**config.mk**
```make
export PLATFORM = sky130hd
export DESIGN_NAME = bitboard_move_target_generator
export DESIGN_NICKNAME = d
export VERILOG_FILES = /design/src/rtl/bmtg_pkg.sv /design/src/rtl/bmtg_decode.sv /design/src/rtl/bmtg_fill.sv /design/src/rtl/bmtg_result.sv /design/src/rtl/bitboard_move_target_generator.sv
export SDC_FILE = /design/constraint.sdc
export NUM_CORES = 2
export LEC_CHECK = 0
export BUFFER_PORTS_ARGS = -buffer_cell sky130_fd_sc_hd__buf_2
export CAP_MARGIN = 20
export CORE_UTILIZATION = 50
export CTS_CLUSTER_DIAMETER = 200
export DETAILED_ROUTE_END_ITERATION = 6
export PLACE_DENSITY = 0.7
export SYNTH_ARGS = -nofsm -noshare
export SYNTH_HDL_FRONTEND = slang
export SYNTH_HIERARCHICAL = 1
export SYNTH_SLANG_ARGS = --single-unit
```
**constraint.sdc**
```tcl
create_clock -name clock -period 88 [get_ports clock]
set_clock_uncertainty 0.2 [all_clocks]
set_input_delay 13.2 -clock clock [delete_from_list [all_inputs] [get_ports clock]]
set_output_delay 13.2 -clock clock [all_outputs]
set_load 0.005 [all_outputs]
```
**src/rtl/bmtg_pkg.sv**
```systemverilog
// Bitboard move target generator: shared types, direction tables and shift helpers.
// Used by every module of the block; depends on nothing.
package bmtg_pkg;

   // Piece kinds
   typedef enum logic [2:0] {
      FUNC_PAWN   = 3'd0,
      FUNC_KNIGHT = 3'd1,
      FUNC_BISHOP = 3'd2,
      FUNC_ROOK   = 3'd3,
      FUNC_QUEEN  = 3'd4,
      FUNC_KING   = 3'd5
   } func_type;

   localparam int NUM_DIRS   = 8;
   localparam int NUM_LEVELS = 3;

   // Ray directions, index into the tables below
   localparam int DIR_N  = 0;
   localparam int DIR_S  = 1;
   localparam int DIR_E  = 2;
   localparam int DIR_W  = 3;
   localparam int DIR_NE = 4;
   localparam int DIR_SE = 5;
   localparam int DIR_NW = 6;
   localparam int DIR_SW = 7;

   localparam logic [63:0] NOT_A_FILE = 64'hfefe_fefe_fefe_fefe;
   localparam logic [63:0] NOT_H_FILE = 64'h7f7f_7f7f_7f7f_7f7f;
   localparam logic [63:0] ALL_SQ     = 64'hffff_ffff_ffff_ffff;
   localparam logic [63:0] RANK_1     = 64'h0000_0000_0000_00ff;
   localparam logic [63:0] RANK_3     = 64'h0000_0000_00ff_0000;
   localparam logic [63:0] RANK_6     = 64'h0000_ff00_0000_0000;
   localparam logic [63:0] RANK_8     = 64'hff00_0000_0000_0000;

   // Toward higher square numbers (bit set) or lower
   localparam logic [NUM_DIRS-1:0] DIR_UP = 8'b0101_0101;
   localparam int DIR_STEP [NUM_DIRS] = '{8, 8, 1, 1, 9, 7, 7, 9};
   localparam logic [63:0] DIR_MASK [NUM_DIRS] = '{
      ALL_SQ, ALL_SQ, NOT_A_FILE, NOT_H_FILE,
      NOT_A_FILE, NOT_A_FILE, NOT_H_FILE, NOT_H_FILE
   };

   // Word passed from stage to stage
   typedef struct packed {
      logic                            valid;
      logic [2:0]                      func;
      logic [63:0]                     own;
      logic [63:0]                     kind;
      logic [63:0]                     simple_targets;
      logic [63:0]                     simple_promo;
      logic [NUM_DIRS-1:0][63:0]       gen;
      logic [NUM_DIRS-1:0][63:0]       prop;
   } stage_type;

   // One square step in direction dir, with wrap masking
   function automatic logic [63:0] go_dir(input logic [63:0] b, input int dir);
      logic [63:0] shifted;
      shifted = DIR_UP[dir] ? (b << DIR_STEP[dir]) : (b >> DIR_STEP[dir]);
      return shifted & DIR_MASK[dir];
   endfunction

   // Kogge-Stone shift for one fill level (distance step << level)
   function automatic logic [63:0] fill_shift(input logic [63:0] b, input int dir,
                                              input int level);
      int span;
      span = DIR_STEP[dir] << level;
      return DIR_UP[dir] ? (b << span) : (b >> span);
   endfunction

endpackage

```
**src/rtl/bmtg_decode.sv**
```systemverilog
// Front stage: side selection, occupancy, and the pawn, knight and king targets.
// Depends on bmtg_pkg.
module bmtg_decode (
   input  logic                  clock,
   input  logic                  reset,
   input  logic                  accept,
   input  logic [2:0]            func,
   input  logic                  side,
   input  logic [63:0]           kind_board,
   input  logic [63:0]           white_board,
   input  logic [63:0]           black_board,
   output bmtg_pkg::stage_type   stage_o
);

   bmtg_pkg::stage_type stage_in, stage_ff;

   logic [63:0] own, enemy, occ, empty, mine;
   logic [63:0] pawn_caps, pawn_push, pawn_dbl, pawn_all;
   logic [63:0] knight_t, king_t;

   // Side view of the boards
   always_comb begin
      own   = side ? black_board : white_board;
      enemy = side ? white_board : black_board;
      occ   = white_board | black_board;
      empty = ~occ;
      mine  = kind_board & own;
   end

   // Pawn pushes and captures
   always_comb begin
      if (!side) begin
         pawn_caps = (bmtg_pkg::go_dir(mine, bmtg_pkg::DIR_NE) |
                      bmtg_pkg::go_dir(mine, bmtg_pkg::DIR_NW)) & enemy;
         pawn_push = bmtg_pkg::go_dir(mine, bmtg_pkg::DIR_N) & ~occ;
         pawn_dbl  = pawn_push & bmtg_pkg::RANK_3;
         pawn_push = pawn_push | (bmtg_pkg::go_dir(pawn_dbl, bmtg_pkg::DIR_N) & ~occ);
      end else begin
         pawn_caps = (bmtg_pkg::go_dir(mine, bmtg_pkg::DIR_SE) |
                      bmtg_pkg::go_dir(mine, bmtg_pkg::DIR_SW)) & enemy;
         pawn_push = bmtg_pkg::go_dir(mine, bmtg_pkg::DIR_S) & ~occ;
         pawn_dbl  = pawn_push & bmtg_pkg::RANK_6;
         pawn_push = pawn_push | (bmtg_pkg::go_dir(pawn_dbl, bmtg_pkg::DIR_S) & ~occ);
      end
      pawn_all = pawn_caps | pawn_push;
   end

   // Knight and king leapers
   always_comb begin
      knight_t =
         bmtg_pkg::go_dir(bmtg_pkg::go_dir(mine, bmtg_pkg::DIR_W), bmtg_pkg::DIR_NW) |
         bmtg_pkg::go_dir(bmtg_pkg::go_dir(mine, bmtg_pkg::DIR_N), bmtg_pkg::DIR_NW) |
         bmtg_pkg::go_dir(bmtg_pkg::go_dir(mine, bmtg_pkg::DIR_N), bmtg_pkg::DIR_NE) |
         bmtg_pkg::go_dir(bmtg_pkg::go_dir(mine, bmtg_pkg::DIR_E), bmtg_pkg::DIR_NE) |
         bmtg_pkg::go_dir(bmtg_pkg::go_dir(mine, bmtg_pkg::DIR_E), bmtg_pkg::DIR_SE) |
         bmtg_pkg::go_dir(bmtg_pkg::go_dir(mine, bmtg_pkg::DIR_S), bmtg_pkg::DIR_SE) |
         bmtg_pkg::go_dir(bmtg_pkg::go_dir(mine, bmtg_pkg::DIR_S), bmtg_pkg::DIR_SW) |
         bmtg_pkg::go_dir(bmtg_pkg::go_dir(mine, bmtg_pkg::DIR_W), bmtg_pkg::DIR_SW);
      king_t = '0;
      for (int d = 0; d < bmtg_pkg::NUM_DIRS; d++) begin
         king_t = king_t | bmtg_pkg::go_dir(mine, d);
      end
   end

   // Assemble the stage word
   always_comb begin
      stage_in.valid = accept;
      stage_in.func  = func;
      stage_in.own   = own;
      stage_in.kind  = kind_board;
      case (func)
         bmtg_pkg::FUNC_PAWN: begin
            stage_in.simple_promo   = pawn_all & (bmtg_pkg::RANK_1 | bmtg_pkg::RANK_8);
            stage_in.simple_targets = pawn_all & ~(bmtg_pkg::RANK_1 | bmtg_pkg::RANK_8);
         end
         bmtg_pkg::FUNC_KNIGHT: begin
            stage_in.simple_promo   = '0;
            stage_in.simple_targets = knight_t & ~own;
         end
         bmtg_pkg::FUNC_KING: begin
            stage_in.simple_promo   = '0;
            stage_in.simple_targets = king_t & ~own;
         end
         default: begin
            stage_in.simple_promo   = '0;
            stage_in.simple_targets = '0;
         end
      endcase
      for (int d = 0; d < bmtg_pkg::NUM_DIRS; d++) begin
         stage_in.gen[d]  = mine;
         stage_in.prop[d] = empty & bmtg_pkg::DIR_MASK[d];
      end
   end

   always_ff @(posedge clock) begin
      if (reset) begin
         stage_ff.valid <= 1'b0;
      end else begin
         stage_ff <= stage_in;
      end
   end

   assign stage_o = stage_ff;

endmodule

```
**src/rtl/bmtg_fill.sv**
```systemverilog
// Three registered Kogge-Stone occluded fill levels over all eight ray directions.
// Depends on bmtg_pkg.
module bmtg_fill (
   input  logic                  clock,
   input  logic                  reset,
   input  bmtg_pkg::stage_type   stage_i,
   output bmtg_pkg::stage_type   stage_o
);

   bmtg_pkg::stage_type level_in [bmtg_pkg::NUM_LEVELS];
   bmtg_pkg::stage_type level_ff [bmtg_pkg::NUM_LEVELS];

   // One doubling step per level: generator grows through propagator
   always_comb begin
      bmtg_pkg::stage_type src;
      for (int k = 0; k < bmtg_pkg::NUM_LEVELS; k++) begin
         src = (k == 0) ? stage_i : level_ff[(k == 0) ? 0 : k - 1];
         level_in[k] = src;
         for (int d = 0; d < bmtg_pkg::NUM_DIRS; d++) begin
            level_in[k].gen[d]  = src.gen[d] |
                                  (src.prop[d] & bmtg_pkg::fill_shift(src.gen[d], d, k));
            level_in[k].prop[d] = src.prop[d] & bmtg_pkg::fill_shift(src.prop[d], d, k);
         end
      end
   end

   always_ff @(posedge clock) begin
      if (reset) begin
         for (int k = 0; k < bmtg_pkg::NUM_LEVELS; k++) begin
            level_ff[k].valid <= 1'b0;
         end
      end else begin
         level_ff <= level_in;
      end
   end

   assign stage_o = level_ff[bmtg_pkg::NUM_LEVELS-1];

endmodule

```
**src/rtl/bmtg_result.sv**
```systemverilog
// Back stage: slider hits and per-kind result select into the output register.
// Depends on bmtg_pkg.
module bmtg_result (
   input  logic                  clock,
   input  logic                  reset,
   input  bmtg_pkg::stage_type   stage_i,
   output logic                  rsp_valid,
   output logic [63:0]           rsp_targets,
   output logic [63:0]           rsp_promotion_targets
);

   logic        valid_ff;
   logic [63:0] targets_in, targets_ff;
   logic [63:0] promo_in, promo_ff;
   logic [63:0] diag_fill, diag_hit, line_fill, line_hit;
   logic [63:0] diag_t, line_t;

   // Ray fills plus the first blocker beyond each ray
   always_comb begin
      diag_fill = stage_i.gen[bmtg_pkg::DIR_NE] | stage_i.gen[bmtg_pkg::DIR_SE] |
                  stage_i.gen[bmtg_pkg::DIR_NW] | stage_i.gen[bmtg_pkg::DIR_SW];
      line_fill = stage_i.gen[bmtg_pkg::DIR_N] | stage_i.gen[bmtg_pkg::DIR_S] |
                  stage_i.gen[bmtg_pkg::DIR_E] | stage_i.gen[bmtg_pkg::DIR_W];
      diag_hit  = bmtg_pkg::go_dir(stage_i.gen[bmtg_pkg::DIR_NE], bmtg_pkg::DIR_NE) |
                  bmtg_pkg::go_dir(stage_i.gen[bmtg_pkg::DIR_SE], bmtg_pkg::DIR_SE) |
                  bmtg_pkg::go_dir(stage_i.gen[bmtg_pkg::DIR_NW], bmtg_pkg::DIR_NW) |
                  bmtg_pkg::go_dir(stage_i.gen[bmtg_pkg::DIR_SW], bmtg_pkg::DIR_SW);
      line_hit  = bmtg_pkg::go_dir(stage_i.gen[bmtg_pkg::DIR_N], bmtg_pkg::DIR_N) |
                  bmtg_pkg::go_dir(stage_i.gen[bmtg_pkg::DIR_S], bmtg_pkg::DIR_S) |
                  bmtg_pkg::go_dir(stage_i.gen[bmtg_pkg::DIR_E], bmtg_pkg::DIR_E) |
                  bmtg_pkg::go_dir(stage_i.gen[bmtg_pkg::DIR_W], bmtg_pkg::DIR_W);
      diag_t = (diag_fill & ~stage_i.kind) | (diag_hit & ~stage_i.own);
      line_t = (line_fill & ~stage_i.kind) | (line_hit & ~stage_i.own);
   end

   // Select by piece kind
   always_comb begin
      promo_in = '0;
      case (stage_i.func)
         bmtg_pkg::FUNC_PAWN: begin
            targets_in = stage_i.simple_targets;
            promo_in   = stage_i.simple_promo;
         end
         bmtg_pkg::FUNC_KNIGHT: targets_in = stage_i.simple_targets;
         bmtg_pkg::FUNC_KING:   targets_in = stage_i.simple_targets;
         bmtg_pkg::FUNC_BISHOP: targets_in = diag_t;
         bmtg_pkg::FUNC_ROOK:   targets_in = line_t;
         bmtg_pkg::FUNC_QUEEN:  targets_in = diag_t | line_t;
         default:               targets_in = '0;
      endcase
   end

   always_ff @(posedge clock) begin
      if (reset) begin
         valid_ff <= 1'b0;
      end else begin
         valid_ff <= stage_i.valid;
      end
   end

   always_ff @(posedge clock) begin
      targets_ff <= targets_in;
      promo_ff   <= promo_in;
   end

   assign rsp_valid             = valid_ff;
   assign rsp_targets           = targets_ff;
   assign rsp_promotion_targets = promo_ff;

endmodule

```
**src/rtl/bitboard_move_target_generator.sv**
```systemverilog
// Bitboard move target generator, top level.
// Depends on bmtg_pkg, bmtg_decode, bmtg_fill and bmtg_result.
//
// Usage:
//   A request word (req_func, req_side and the kind, white and black boards) is
//   taken at each rising edge with start high; busy is always low, so a new
//   word may be issued every cycle.
//   Each request yields one response word: rsp_targets and
//   rsp_promotion_targets, marked by a one-cycle rsp_valid strobe.
//   Each word passes the decode stage, the three fill levels and the result
//   register in turn and reaches the rsp_ ports in request order.
//   Throughput: one word per cycle, set by the five-stage pipeline; each fill
//   level of all eight rays sits in a register stage of its own.
//   Reset (synchronous, active high) clears the valid bits of every stage;
//   words in flight are dropped and no response appears until new requests.
//   The receiver has no back-pressure: a response must be taken in the cycle
//   in which rsp_valid is high.
module bitboard_move_target_generator (
   input  logic        clock,
   input  logic        reset,
   input  logic        start,
   output logic        busy,
   input  logic [2:0]  req_func,
   input  logic        req_side,
   input  logic [63:0] req_kind_board,
   input  logic [63:0] req_white_board,
   input  logic [63:0] req_black_board,
   output logic        rsp_valid,
   output logic [63:0] rsp_targets,
   output logic [63:0] rsp_promotion_targets
);

   bmtg_pkg::stage_type decode_stage, fill_stage;
   logic                accept;

   // Pipeline never stalls
   assign busy   = 1'b0;
   assign accept = start & ~busy;

   bmtg_decode u_decode (
      .clock       (clock),
      .reset       (reset),
      .accept      (accept),
      .func        (req_func),
      .side        (req_side),
      .kind_board  (req_kind_board),
      .white_board (req_white_board),
      .black_board (req_black_board),
      .stage_o     (decode_stage)
   );

   bmtg_fill u_fill (
      .clock   (clock),
      .reset   (reset),
      .stage_i (decode_stage),
      .stage_o (fill_stage)
   );

   bmtg_result u_result (
      .clock                 (clock),
      .reset                 (reset),
      .stage_i               (fill_stage),
      .rsp_valid             (rsp_valid),
      .rsp_targets           (rsp_targets),
      .rsp_promotion_targets (rsp_promotion_targets)
   );

endmodule
```
* After elaboration in Yosys (flattened, before gate mapping) *
Index checks and enable logic that the tools add are counted.
W data, S select, Z words.

storage, ports and cells
  flip-flop bits (word level) = 3,969
  bits of input ports = 199
  logic and storage cells = 203

cells by class
  equality and inequality tests = 7
  mux-type cells = 6
  bitwise operators = 116
  reductions and logical operators = 3

operators with widths
  operator          count
  $or A64 B64 Y64   42
  $and A64 B64 Y64  28
  $pmux W128 S3     1
  $or A64 B56 Y64   5
  $or A64 B63 Y64   5
  $mux W64          4
  $not A64 Y64      4
  $pmux W64 S4      1
  $and A63 B64 Y64  2
  $and A64 B46 Y64  2
  $and A64 B48 Y64  2
  $and A64 B50 Y64  2
  $and A64 B56 Y64  2
  $and A64 B57 Y64  2
  $and A64 B62 Y64  2
  $or A64 B55 Y64   2
  $and A32 B64 Y64  1
  $and A40 B64 Y64  1
  $and A56 B64 Y64  1
  $and A64 B28 Y64  1
  $and A64 B32 Y64  1
  $and A64 B36 Y64  1
  $and A64 B60 Y64  1
  $or A64 B47 Y64   1
  13 further kinds  18

* Logic depth before layout (Yosys ltp) *
  depth after elaboration = 11
  depth in mapped cells = 8

* By module *
The synthesis kept the hierarchy.

modules (own cells, without submodules)
  module                          instances  cells an instance  area an instance (sq um)  sequential area each (sq um)
  bmtg_fill                       1          6,699              123,203.2                 98,164.1
  bmtg_decode                     1          2,220              22,924.5                  10,199.8
  bmtg_result                     1          745                6,630.1                   2,582.5
  bitboard_move_target_generator  1          2                  11.3                      0.0

* Worst setup path after synthesis *
No wires, ideal clock.

  path type = input to register
  start = in reset
  end = reg u_fill/level_ff[1308] (netlist bit) (enable)
  arrival = 75.961 ns
  path slack = 8.290 ns
  stages on the path = 1
  buffers on the path = 0
  cells stage by stage = inv_1

RTL lines
  item                    RTL line                              text
  start: declaration      bitboard_move_target_generator.sv:20  input logic reset,
  end signal: assignment  bmtg_fill.sv:33                       level_ff <= level_in;
  end: declaration        bmtg_fill.sv:11                       bmtg_pkg::stage_type level_ff [bmtg_pkg::NUM_LEVELS];

No word-level cell between the ends.

* Final worst setup path *
  start = in reset
  end = reg u_fill/level_ff[1461] (netlist bit) (enable)

No word-level cell between the ends.

==> results.json <==
{
  "p_leak_nw": 54.51,
  "relSlewSlack_pct": 10.29,
  "setup-tns-final_ps": 0,
  "drc": 3,
  "place.detailed.hpwl_mm": 335.6,
  "netSwitchingPower_mw": 0.9316,
  "cts_setup_buffers": 0,
  "hold_viol_final": 0,
  "syn_area_mm2": 0.1403,
  "die_area_mm2": 0.2826,
  "die_h_um": 531.6,
  "wl_mm": 474.2,
  "ir_worst_vdd_uv": 21.50,
  "swShare_pct": 24.37,
  "cts_root_buf": "clkbuf_16",
  "p_per_area_mw_per_mm2": 25.95,
  "r2r_slack_ps": 84500,
  "pwr-share-comb_pct": 6.9,
  "grt-ovfl-total": 0,
  "slew_violations": 0,
  "violations": "DRC",
  "antenna_found_initial": 142,
  "rsz0062_at_grt": "no",
  "hold_buffers": 0,
  "cp-end-kind": "flip-flop",
  "dpl_worst_slack_ps": 68890,
  "first_pass_iters": 7,
  "drive_gt1_share_pct": 18.87,
  "initial_core_util_pct": 50.25,
  "clkPwrFrac_pct": 39.1,
  "rows": 194,
  "cp_max_fo": 183,
  "startpoint_type": "primary input",
  "status": "finished with violations",
  "portBuffers": 327,
  "criticalPathCategory": "primary input to flip-flop",
  "die_x_um": 531.6,
  "hp-start": "u_fill/level_ff[3760]",
  "worst_slew_pin_slew_ps": 1333,
  "core_area_mm2": 0.2791,
  "critical_path.startpoint": "reset",
  "grt_max_degree": 195,
  "maxCapViolCount": 0,
  "grt_pass1_vias": 69417,
  "ios": 329,
  "cts_resized": 0,
  "holdCritPathClass": "flip-flop to flip-flop",
  "setup_viol_count_final": 0,
  "gp_congestion": 1.079,
  "clk_pin_slew_worst_paths_ps": 60,
  "vias": 75135,
  "fmaxAchievable_mhz": 54.60,
  "cts_sinks": 3509,
  "area_delta_synth_final_pct": 5.039,
  "seq_power_share_pct": 54.0,
  "post-route-min-period_ps": 18310,
  "syn_inst": 8651,
  "rr_startpoint": "u_fill/stage_o[1281]",
  "grt_pass1_wl_mm": 613.8,
  "drt_iter0_drc": 14805,
  "grt_util_all_layers_pct": 32.83,
  "nNetsFinal": 8064,
  "h-tree-depth": 5,
  "p_int_mw": 2.891,
  "syn_area_per_cell_um2": 16.21,
  "period_share_pct": 20.81,
  "cp.arrival_ps": 18640,
  "clkLatencyLatePin_ps": 960,
  "yosysWarnings": 6,
  "numCtsBuffers": 353,
  "cts_tree": "yes",
  "vias_per_cell": 6.285,
  "required_ps": 88330,
  "ant_nets": 0,
  "clk_path_buf_depth": 4,
  "setup_ws_ps": 69690,
  "wl_per_cell_um": 39.67
}
[per-layer routing]
metal	vias up	wire (um)	global-route usage [%]
met2	6286	202000	47.54
met4	42	38940	22.30
met5	-	284	0
li1	29515	-	-
met3	1305	69610	10.35
met1	37987	163400	42.37
[through the flow]
step / std cells / cell area [um^2] / hold slack, ps / power (mW) / utilization [%]
floorplan: 8740 / 140600 / 200.3 / 2.411 / -
global placement: 11214 / 135500 / 200.2 / 2.337 / 48.54
detailed placement: 11223 / 135500 / 204.5 / 2.345 / 48.56
CTS: 11870 / 147100 / 193.4 / 3.815 / 52.68
global route: 11910 / 147200 / 209.7 / 3.897 / 52.74
finish: 11954 / 147300 / 182.4 / 3.823 / 52.78
[worst paths after layout]
kind                                                 end  cells after the start
worst max-delay path               u_fill/level_ff[1461]                      7
worst min-delay path               u_fill/level_ff[2476]                      0
worst max register to register  u_result/rsp_targets[39]                      5
worst min register to register     u_fill/level_ff[2476]                      0
[cell usage in the layout (no fill, tap or decap), types with 18 or more instances in the layout]
| cell | count |
|---|---|
| nand3_1 | 29 |
| a21oi_1 | 19 |
| o21ai_0 | 26 |
| a221oi_1 | 46 |
| and2_1 | 409 |
| a21o_1 | 1176 |
| o22ai_1 | 144 |
| edfxtp_1 | 3376 |
| mux2_2 | 55 |
| nand2_1 | 166 |
| nand4_1 | 29 |
| conb_1 | 91 |
| nor2_1 | 162 |
| inv_1 | 66 |
| clkinv_1 | 62 |
| buf_2 | 338 |
| nor3_1 | 45 |
| nor3b_1 | 69 |
| bufinv_16 | 25 |
| a221o_1 | 70 |
| dfxtp_1 | 133 |
| diode_2 | 73 |
| buf_4 | 173 |
| a21o_2 | 18 |
| nor4_1 | 220 |
| clkbuf_1 | 71 |
| clkbuf_16 | 357 |
| a22oi_1 | 42 |
| and2_2 | 383 |
| clkinv_2 | 74 |
[sequential cells by signal, summed over array words and instances (netlist names)]
name and flops:
u_result/rsp_targets 64, u_decode/stage_o 340, u_result/rsp_valid 1, u_fill/stage_o 772
u_result/rsp_promotion_targets 64, u_fill/level_ff 2268
[area by class of cell]
type,count,area [um^2]
diodes,73,182.7
clock buffers,447,9447
clock inverters,200,2066
fillers,21978,131800
inverters,75,296.5
multi-input cells,3405,23450
flip-flops and latches,3509,104000
well taps,3724,4659
repair buffers,521,3189
[worst max-delay path, stage by stage]
cell,delay (ps)
buf_2,190
inv_8,600
buf_12,670
buf_12,750
buf_4,740
buf_4,900
buf_4,900
[power groups by stage]
stage	Sequential, mW	Combinational, mW	Clock [mW]
final	2.06	0.264	1.50
after global routing	2.07	0.264	1.57
after CTS	2.06	0.253	1.50
after detailed placement	2.09	0.252	0
after global placement	2.09	0.247	0
after floorplan	2.22	0.188	0
Note: power is estimated with default switching activity, not from simulation.
